`src/sv/lsc_pkg.sv`:
```
`default_nettype none
// ----------------------------------------------------------------------------
// lsc_pkg
// Shared types and constants of the line segment clipper: coordinate and
// arithmetic widths, register indexes, beat structs and sequencer states.
// ----------------------------------------------------------------------------
package lsc_pkg;

  localparam int COORD_BITS   = 24;
  localparam int SLOPE_FRAC   = 16;
  localparam int DIV_BITS     = COORD_BITS + SLOPE_FRAC + 1;
  localparam int PROD_BITS    = DIV_BITS + COORD_BITS + 1;
  localparam int CNT_BITS     = $clog2(DIV_BITS + 1);
  localparam int MAX_PASSES   = 4;
  localparam int PASS_BITS    = $clog2(MAX_PASSES + 1);
  localparam int CFG_IDX_BITS = 2;

  localparam logic signed [COORD_BITS-1:0] WIN_MIN_RST = '0;
  localparam logic signed [COORD_BITS-1:0] WIN_MAX_RST = COORD_BITS'(8388607);

  // outcode bit positions
  localparam int OC_LEFT   = 0;
  localparam int OC_RIGHT  = 1;
  localparam int OC_BOTTOM = 2;
  localparam int OC_TOP    = 3;

  typedef enum logic [CFG_IDX_BITS-1:0] {
    REG_X_MIN = 2'd0,
    REG_X_MAX = 2'd1,
    REG_Y_MIN = 2'd2,
    REG_Y_MAX = 2'd3
  } cfg_reg_e;

  typedef struct packed {
    logic signed [COORD_BITS-1:0] x_min;
    logic signed [COORD_BITS-1:0] x_max;
    logic signed [COORD_BITS-1:0] y_min;
    logic signed [COORD_BITS-1:0] y_max;
  } window_t;

  typedef struct packed {
    logic signed [COORD_BITS-1:0] first_x;
    logic signed [COORD_BITS-1:0] first_y;
    logic signed [COORD_BITS-1:0] second_x;
    logic signed [COORD_BITS-1:0] second_y;
  } in_beat_t;

  typedef struct packed {
    logic                         visible;
    logic signed [COORD_BITS-1:0] clipped_first_x;
    logic signed [COORD_BITS-1:0] clipped_first_y;
    logic signed [COORD_BITS-1:0] clipped_second_x;
    logic signed [COORD_BITS-1:0] clipped_second_y;
  } out_beat_t;

  typedef enum logic {
    OP_DIV = 1'b0,
    OP_MUL = 1'b1
  } arith_op_e;

  typedef struct packed {
    logic      start;
    arith_op_e op;
  } arith_cmd_t;

  typedef struct packed {
    logic busy;
    logic done;
  } arith_stat_t;

  typedef enum logic [2:0] {
    S_IDLE = 3'd0,
    S_TEST = 3'd1,
    S_DIV  = 3'd2,
    S_MUL  = 3'd3,
    S_UPD  = 3'd4,
    S_DONE = 3'd5
  } state_e;

endpackage
`default_nettype wire

```
`src/sv/lsc_outcode.sv`:
```
`default_nettype none
// ----------------------------------------------------------------------------
// lsc_outcode
// Four-bit region code of one point against the clip window.
// ----------------------------------------------------------------------------
module lsc_outcode (
  input  wire logic signed [lsc_pkg::COORD_BITS-1:0] x_i,
  input  wire logic signed [lsc_pkg::COORD_BITS-1:0] y_i,
  input  wire lsc_pkg::window_t                      win_i,
  output logic             [3:0]                     code_o
);
  import lsc_pkg::*;

  always_comb begin
    code_o            = '0;
    code_o[OC_LEFT]   = x_i < win_i.x_min;
    code_o[OC_RIGHT]  = x_i > win_i.x_max;
    code_o[OC_BOTTOM] = y_i < win_i.y_min;
    code_o[OC_TOP]    = y_i > win_i.y_max;
  end

endmodule
`default_nettype wire

```
`src/sv/lsc_arith.sv`:
```
`default_nettype none
// ----------------------------------------------------------------------------
// lsc_arith
// Shared bit-serial unit: restoring unsigned divide (one quotient bit per
// cycle) or shift-add unsigned multiply (one multiplier bit per cycle).
// ----------------------------------------------------------------------------
module lsc_arith (
  input  wire logic                            clk_i,
  input  wire logic                            rst_ni,
  input  wire lsc_pkg::arith_cmd_t             cmd_i,
  input  wire logic [lsc_pkg::DIV_BITS-1:0]    opa_i,   // dividend / multiplicand
  input  wire logic [lsc_pkg::COORD_BITS:0]    opb_i,   // divisor / multiplier
  output lsc_pkg::arith_stat_t                 stat_o,
  output logic      [lsc_pkg::PROD_BITS-1:0]   result_o
);
  import lsc_pkg::*;

  logic                    busy_q, busy_d;
  logic                    done_q, done_d;
  arith_op_e               op_q, op_d;
  logic [CNT_BITS-1:0]     cnt_q, cnt_d;
  logic [PROD_BITS-1:0]    work_q, work_d;
  logic [COORD_BITS:0]     rem_q, rem_d;
  logic [DIV_BITS-1:0]     opa_q, opa_d;
  logic [COORD_BITS:0]     opb_q, opb_d;

  logic [COORD_BITS+1:0]   shifted;
  logic [COORD_BITS+1:0]   trial;

  assign shifted = {rem_q, work_q[DIV_BITS-1]};
  assign trial   = shifted - {1'b0, opb_q};

  always_comb begin
    busy_d = busy_q;
    done_d = 1'b0;
    op_d   = op_q;
    cnt_d  = cnt_q;
    work_d = work_q;
    rem_d  = rem_q;
    opa_d  = opa_q;
    opb_d  = opb_q;
    if (cmd_i.start) begin
      busy_d = 1'b1;
      op_d   = cmd_i.op;
      opa_d  = opa_i;
      opb_d  = opb_i;
      rem_d  = '0;
      if (cmd_i.op == OP_DIV) begin
        work_d = PROD_BITS'(opa_i);
        cnt_d  = CNT_BITS'(DIV_BITS);
      end else begin
        work_d = '0;
        cnt_d  = CNT_BITS'(COORD_BITS + 1);
      end
    end else if (busy_q) begin
      if (op_q == OP_DIV) begin
        if (!trial[COORD_BITS+1]) begin
          rem_d  = trial[COORD_BITS:0];
          work_d = {work_q[PROD_BITS-2:0], 1'b1};
        end else begin
          rem_d  = shifted[COORD_BITS:0];
          work_d = {work_q[PROD_BITS-2:0], 1'b0};
        end
      end else begin
        work_d = {work_q[PROD_BITS-2:0], 1'b0}
               + (opb_q[COORD_BITS] ? PROD_BITS'(opa_q) : PROD_BITS'(0));
        opb_d  = {opb_q[COORD_BITS-1:0], 1'b0};
      end
      cnt_d = cnt_q - CNT_BITS'(1);
      if (cnt_q == CNT_BITS'(1)) begin
        busy_d = 1'b0;
        done_d = 1'b1;
      end
    end
  end

  always_ff @(posedge clk_i or negedge rst_ni) begin
    if (!rst_ni) begin
      busy_q <= 1'b0;
      done_q <= 1'b0;
      op_q   <= OP_DIV;
      cnt_q  <= '0;
    end else begin
      busy_q <= busy_d;
      done_q <= done_d;
      op_q   <= op_d;
      cnt_q  <= cnt_d;
    end
  end

  always_ff @(posedge clk_i) begin
    work_q <= work_d;
    rem_q  <= rem_d;
    opa_q  <= opa_d;
    opb_q  <= opb_d;
  end

  assign stat_o.busy = busy_q;
  assign stat_o.done = done_q;
  assign result_o    = work_q;

endmodule
`default_nettype wire

```
`src/sv/line_segment_clipper_unit.sv`:
```
`default_nettype none
// ----------------------------------------------------------------------------
// line_segment_clipper_unit
// Cohen-Sutherland clipping of one segment against a configured window.
// ----------------------------------------------------------------------------
// One segment is in flight at a time; in_stall_o is high from acceptance
// until its result beat is taken. A clip pass runs the shared bit-serial
// unit twice, a slope divide and then a multiply, plus setup and update.
// Up to four passes are made; a trivial accept or reject needs none. The
// window registers may be written only while no segment is in flight.
// ----------------------------------------------------------------------------
module line_segment_clipper_unit (
  input  wire logic                                clk_i,
  input  wire logic                                rst_ni,
  input  wire logic                                in_valid_i,
  output logic                                     in_stall_o,
  input  wire lsc_pkg::in_beat_t                   in_beat_i,
  output logic                                     out_valid_o,
  input  wire logic                                out_stall_i,
  output lsc_pkg::out_beat_t                       out_beat_o,
  input  wire logic                                cfg_we_i,
  input  wire logic [lsc_pkg::CFG_IDX_BITS-1:0]    cfg_idx_i,
  input  wire logic [lsc_pkg::COORD_BITS-1:0]      cfg_data_i
);
  import lsc_pkg::*;

  localparam int N = COORD_BITS;

  state_e state_q, state_d;

  window_t win_q;

  logic signed [N-1:0] ax_q, ax_d, ay_q, ay_d, bx_q, bx_d, by_q, by_d;
  logic [PASS_BITS-1:0] pass_q, pass_d;
  logic                 xedge_q, xedge_d;
  logic signed [N-1:0]  edge_q, edge_d;
  logic signed [N-1:0]  bo_q, bo_d;
  logic [N:0]           dmag_q, dmag_d;
  logic                 dneg_q, dneg_d;
  logic                 sgn_q, sgn_d;
  logic                 dzero_q, dzero_d;
  logic                 neg_q, neg_d;
  out_beat_t            out_q, out_d;

  logic [3:0] code_a, code_b, code;
  logic       swap, clip;

  logic signed [N-1:0] pax, pay, pbx, pby, edge_sel;
  logic signed [N:0]   num, den, diff;
  logic [N:0]          num_mag, den_mag, diff_mag;

  arith_cmd_t           cmd;
  arith_stat_t          stat;
  logic [DIV_BITS-1:0]  opa;
  logic [N:0]           opb;
  logic [PROD_BITS-1:0] result;
  logic [DIV_BITS-1:0]  slope;

  logic [N+1:0] mag, bo_ext, moved;

  lsc_outcode u_code_a (.x_i(ax_q), .y_i(ay_q), .win_i(win_q), .code_o(code_a));
  lsc_outcode u_code_b (.x_i(bx_q), .y_i(by_q), .win_i(win_q), .code_o(code_b));

  lsc_arith u_arith (
    .clk_i    (clk_i),
    .rst_ni   (rst_ni),
    .cmd_i    (cmd),
    .opa_i    (opa),
    .opb_i    (opb),
    .stat_o   (stat),
    .result_o (result)
  );

  // window registers
  always_ff @(posedge clk_i or negedge rst_ni) begin
    if (!rst_ni) begin
      win_q.x_min <= WIN_MIN_RST;
      win_q.x_max <= WIN_MAX_RST;
      win_q.y_min <= WIN_MIN_RST;
      win_q.y_max <= WIN_MAX_RST;
    end else if (cfg_we_i) begin
      case (cfg_reg_e'(cfg_idx_i))
        REG_X_MIN: win_q.x_min <= cfg_data_i;
        REG_X_MAX: win_q.x_max <= cfg_data_i;
        REG_Y_MIN: win_q.y_min <= cfg_data_i;
        REG_Y_MAX: win_q.y_max <= cfg_data_i;
        default:   ;
      endcase
    end
  end

  // clip setup: outside end as A, edge choice, slope operands
  always_comb begin
    swap     = (code_a == 4'b0000);
    code     = swap ? code_b : code_a;
    pax      = swap ? bx_q : ax_q;
    pay      = swap ? by_q : ay_q;
    pbx      = swap ? ax_q : bx_q;
    pby      = swap ? ay_q : by_q;
    clip     = (code_a != 4'b0000 || code_b != 4'b0000) && ((code_a & code_b) == 4'b0000)
             && (pass_q < PASS_BITS'(MAX_PASSES));
    if (code[OC_LEFT]) begin
      edge_sel = win_q.x_min;
    end else if (code[OC_RIGHT]) begin
      edge_sel = win_q.x_max;
    end else if (code[OC_BOTTOM]) begin
      edge_sel = win_q.y_min;
    end else begin
      edge_sel = win_q.y_max;
    end
    if (code[OC_LEFT] || code[OC_RIGHT]) begin
      num  = {pby[N-1], pby} - {pay[N-1], pay};
      den  = {pbx[N-1], pbx} - {pax[N-1], pax};
      diff = {pbx[N-1], pbx} - {edge_sel[N-1], edge_sel};
    end else begin
      num  = {pbx[N-1], pbx} - {pax[N-1], pax};
      den  = {pby[N-1], pby} - {pay[N-1], pay};
      diff = {pby[N-1], pby} - {edge_sel[N-1], edge_sel};
    end
    num_mag  = num[N]  ? -num  : num;
    den_mag  = den[N]  ? -den  : den;
    diff_mag = diff[N] ? -diff : diff;
  end

  assign slope  = dzero_q ? '0 : result[DIV_BITS-1:0];
  assign mag    = result[SLOPE_FRAC +: N+2];
  assign bo_ext = {{2{bo_q[N-1]}}, bo_q};
  assign moved  = neg_q ? bo_ext + mag : bo_ext - mag;

  // next state
  always_comb begin
    state_d = state_q;
    case (state_q)
      S_IDLE: if (in_valid_i) state_d = S_TEST;
      S_TEST: state_d = clip ? S_DIV : S_DONE;
      S_DIV:  if (stat.done) state_d = S_MUL;
      S_MUL:  if (stat.done) state_d = S_UPD;
      S_UPD:  state_d = S_TEST;
      S_DONE: if (!out_stall_i) state_d = S_IDLE;
      default: state_d = S_IDLE;
    endcase
  end

  // control outputs
  always_comb begin
    in_stall_o  = (state_q != S_IDLE);
    out_valid_o = (state_q == S_DONE);
    cmd.start   = 1'b0;
    cmd.op      = OP_DIV;
    opa         = {num_mag, {SLOPE_FRAC{1'b0}}};
    opb         = den_mag;
    case (state_q)
      S_TEST: cmd.start = clip;
      S_DIV: begin
        cmd.start = stat.done;
        cmd.op    = OP_MUL;
        opa       = slope;
        opb       = dmag_q;
      end
      default: ;
    endcase
  end

  // datapath
  always_comb begin
    ax_d    = ax_q;
    ay_d    = ay_q;
    bx_d    = bx_q;
    by_d    = by_q;
    pass_d  = pass_q;
    xedge_d = xedge_q;
    edge_d  = edge_q;
    bo_d    = bo_q;
    dmag_d  = dmag_q;
    dneg_d  = dneg_q;
    sgn_d   = sgn_q;
    dzero_d = dzero_q;
    neg_d   = neg_q;
    out_d   = out_q;
    case (state_q)
      S_IDLE: begin
        ax_d   = in_beat_i.first_x;
        ay_d   = in_beat_i.first_y;
        bx_d   = in_beat_i.second_x;
        by_d   = in_beat_i.second_y;
        pass_d = '0;
      end
      S_TEST: begin
        if (clip) begin
          ax_d    = pax;
          ay_d    = pay;
          bx_d    = pbx;
          by_d    = pby;
          xedge_d = code[OC_LEFT] || code[OC_RIGHT];
          edge_d  = edge_sel;
          bo_d    = (code[OC_LEFT] || code[OC_RIGHT]) ? pby : pbx;
          dmag_d  = diff_mag;
          dneg_d  = diff[N];
          sgn_d   = num[N] ^ den[N];
          dzero_d = (den == '0);
        end else if (code_a == 4'b0000 && code_b == 4'b0000) begin
          out_d.visible          = 1'b1;
          out_d.clipped_first_x  = ax_q;
          out_d.clipped_first_y  = ay_q;
          out_d.clipped_second_x = bx_q;
          out_d.clipped_second_y = by_q;
        end else begin
          out_d = '0;
        end
      end
      S_DIV: if (stat.done) neg_d = sgn_q ^ dneg_q;
      S_UPD: begin
        if (xedge_q) begin
          ax_d = edge_q;
          ay_d = moved[N-1:0];
        end else begin
          ax_d = moved[N-1:0];
          ay_d = edge_q;
        end
        pass_d = pass_q + PASS_BITS'(1);
      end
      default: ;
    endcase
  end

  always_ff @(posedge clk_i or negedge rst_ni) begin
    if (!rst_ni) begin
      state_q <= S_IDLE;
      pass_q  <= '0;
    end else begin
      state_q <= state_d;
      pass_q  <= pass_d;
    end
  end

  always_ff @(posedge clk_i) begin
    ax_q    <= ax_d;
    ay_q    <= ay_d;
    bx_q    <= bx_d;
    by_q    <= by_d;
    xedge_q <= xedge_d;
    edge_q  <= edge_d;
    bo_q    <= bo_d;
    dmag_q  <= dmag_d;
    dneg_q  <= dneg_d;
    sgn_q   <= sgn_d;
    dzero_q <= dzero_d;
    neg_q   <= neg_d;
    out_q   <= out_d;
  end

  assign out_beat_o = out_q;

endmodule
`default_nettype wire
```
`config.mk`:
```
export PLATFORM = sky130hd
export DESIGN_NAME = line_segment_clipper_unit
export DESIGN_NICKNAME = d
export VERILOG_FILES = /design/src/sv/lsc_pkg.sv /design/src/sv/lsc_outcode.sv /design/src/sv/lsc_arith.sv /design/src/sv/line_segment_clipper_unit.sv
export SDC_FILE = /design/constraint.sdc
export NUM_CORES = 2
export LEC_CHECK = 0
export BUFFER_PORTS_ARGS = -buffer_cell sky130_fd_sc_hd__buf_2
export CAP_MARGIN = 40
export CORE_UTILIZATION = 50
export CTS_CLUSTER_DIAMETER = 150
export DETAILED_ROUTE_END_ITERATION = 8
export GPL_TIMING_DRIVEN = 1
export HOLD_SLACK_MARGIN = 0.08
export PLACE_DENSITY = 0.67
export SKIP_CTS_REPAIR_TIMING = 1
export SLEW_MARGIN = 20
export SYNTH_ARGS = -nofsm -noshare
export SYNTH_HDL_FRONTEND = slang
export SYNTH_SLANG_ARGS = --single-unit
```
`constraint.sdc`:
```
create_clock -name clk_i -period 14.8 [get_ports clk_i]
set_input_delay 1.48 -clock clk_i [delete_from_list [all_inputs] [get_ports clk_i]]
set_output_delay 1.48 -clock clk_i [all_outputs]
set_load 0.01 [all_outputs]
```
==> out/metrics.yaml <==
status: "finished with violations"
violations: "design-rule violations"
ys.flop_type: "edfxtp_1"
cp_top_family: "compound AO/OA/AOI/OAI gates"
drtIter0Drc: 5166
cp_slowest_cell: "edfxtp_1"
io_pins: 226
final.setup.tns_ns: 0
endpoint_kind: "flop"
syn2layout_area_growth_pct: 10.8
critical_path.max_fanout: 22
rows: 105
fin_nets: 5391
die_area_mm2: 0.0841
synth_nets: 5243
clkSlewWorstSetupHoldPaths_ns: 0.06
synth_top_cell_by_area: "edfxtp_1"
die_y_um: 290
hpwl_um: 135000
cts_tree: "yes"
synth_edf_count: 378
portBuffers: 225
synth_seq_area_share_pct: 35.4
syn_avg_cell_area_um2: 8.63
ys_async_sr_fraction_pct: 21.6
synth.top_cell.area_share_pct: 27.4
cts_root_buffer: "clkbuf_16"
grt_max_degree: 159
antenna_found_initial: 21
worst-path-buf-inv: 3
hold_viol: 0
synthesis.area_mm2: 0.0415
firstDrtPassIters: 9
required_ns: 15.16
drv_cap: 0
synth_area_leaders: "edfxtp_1, ha_1, nand2_1, a21oi_1, dfrtp_1"
yosysWarnings: 0
final_util_pct: 56.0
setup_viol: 0
max-slew-margin-rel_pct: 34.4
post_drt_wl_per_cell_um: 29.0
min_period_ns: 9.38
initial_utilization_pct: 50.5
critPathKind: "reg2reg"
drc: 2
vias: 39351
gp_congestion: 1.03
grt_usage_pct: 40.6
cp.arrival_ns: 9.75
grt_pass1_wl_um: 249000
overflow: 0
rsz0062_at_grt: "false"
cts_buffers: 59
final.period_utilization_pct: 63.4
synth-seq-cells: 514
worstMarginPinSlew_ns: 0.984
crit_top_cell: "a21oi_1"
fin_skew_ns: 0.0401
cts_sinks: 514
layout-drive-gt1-share_pct: 13.0
cp-start-kind: "flop"
ys_types: 102
slew_violations: 0
clockBufferDepth: 3
synthCells: 4804
cts.htree.levels: 2
insertion_delay_ns: 0.66
wl_um: 176000
core_mm2: 0.0821
grt_pass1_vias: 35580
hold_path.class: "reg2reg"
critical_path.max_stage_delay_ns: 0.70
fmaxAchievable_mhz: 107
die_x_um: 290
via_per_inst: 6.47
ant_nets: 0
-- cell usage in the layout, fill, tap and decap left out, drive strengths merged, types with 142 or more instances in the layout --
cell,count
and2,168
a21oi,390
inv,273
edfxtp,378
ha,308
o21ai,306
mux2i,142
nand2,575
nor2,417
buf,340
-- worst reg2reg max path: cells and delay by family, from the launching register on --
family	cells	cell delay (ns)
XOR/XNOR	1	0.15
adder cells (fa/ha/maj)	2	0.88
flip-flops	1	0.70
AND/OR/NAND/NOR	9	1.57
buffers and inverters	3	1.15
AO/OA/AOI/OAI	16	4.47
multiplexers	1	0.14
-- sequential cells by signal, indices dropped and copies added, names as in the netlist --
| register | count |
|---|---|
| u_arith.done_q | 1 |
| bo_q | 24 |
| bx_q | 24 |
| ay_q | 24 |
| win_q | 96 |
| by_q | 24 |
| u_arith.opa_q | 41 |
| sgn_q | 1 |
| pass_q | 3 |
| xedge_q | 1 |
| u_arith.op_q | 1 |
| state_q | 3 |
| u_arith.rem_q | 25 |
| dmag_q | 25 |
| ax_q | 24 |
| dneg_q | 1 |
| u_arith.busy_q | 1 |
| dzero_q | 1 |
| u_arith.opb_q | 25 |
| neg_q | 1 |
| edge_q | 24 |
| u_arith.cnt_q | 6 |
| u_arith.result_o | 41 |
| out_beat_o | 97 |
-- cells in the mapped netlist (28+ instances only) --
cell	number
a21o_1	50
mux2i_1	142
nand3_1	85
and2_1	167
dfrtp_1	65
o21ai_0	297
nand2b_1	73
mux2_2	85
xor2_1	93
edfxtp_1	378
ha_1	308
maj3_1	41
a31oi_1	108
or3_1	37
nand4_1	44
nor2b_1	77
a21oi_1	384
o21a_1	38
clkbuf_1	211
xnor2_1	133
nor4_1	28
inv_1	268
nor2_1	416
dfstp_2	46
nand2_1	575
nor3_1	98
and3_1	45
a211oi_1	49
-- cells by family (layout without fill, tap and decap cells) --
| family | after synthesis | after routing | share of synthesized area, % |
|---|---|---|---|
| buffers and inverters | 530 | 726 | 5.02 |
| other | 0 | 9 | 0 |
| AOI/OAI and AO/OA | 1234 | 1234 | 18.8 |
| xor gates and xnor gates | 226 | 226 | 4.77 |
| and+or+nand+nor | 1720 | 1720 | 19.8 |
| adders and majority gates | 353 | 353 | 10.5 |
| muxes | 227 | 227 | 5.73 |
| DFF | 514 | 514 | 35.4 |
-- worst paths after layout --
check / start / end / slack [ns] / depth (start not counted)
max in group asynchronous: rst_ni / win_q[2] / 12.80 / 3
min in group asynchronous: rst_ni / win_q[23] / 0.86 / 1
min: pass_q[1] / pass_q[1] / 0.48 / 2
max: ay_q[11] / dmag_q[4] / 5.42 / 32
max reg2reg: ay_q[11] / dmag_q[4] / 5.42 / 32
min reg2reg: pass_q[1] / pass_q[1] / 0.48 / 2
-- layout make-up --
class	instances	area (µm²)
diodes	9	22.5
clock buffers	78	1580
clock inverters	31	299
fillers	7526	36200
inverters	270	1020
multi-input cells	3760	24800
flip-flops and latches	514	14700
well taps	1070	1340
repair buffers	347	2170
-- metal layers --
| layer | share of wire [%] | vias to the layer above | track usage (%) |
|---|---|---|---|
| met1 | 41 | 18840 | 56.9 |
| met2 | 41 | 2432 | 57.9 |
| met4 | 5.3 | 14 | 18.7 |
| met5 | 0.053 | - | 0 |
| li1 | - | 17659 | - |
| met3 | 13 | 406 | 11.0 |
-- through the flow --
stage	cells	area, µm²	hold slack [ns]	worst slack, ns
2_1_floorplan	4804	41500	0.443	6.63
3_3_place_gp	5931	43700	0.456	5.91
3_5_place_dp	5944	43900	0.471	5.84
4_1_cts	6053	45800	0.483	5.81
5_1_grt	6070	45900	0.517	5.03
6_report	6079	46000	0.479	5.42
Power is not shown: default switching activity piles up to over one toggle a cycle in this logic, so the estimate is an artifact.
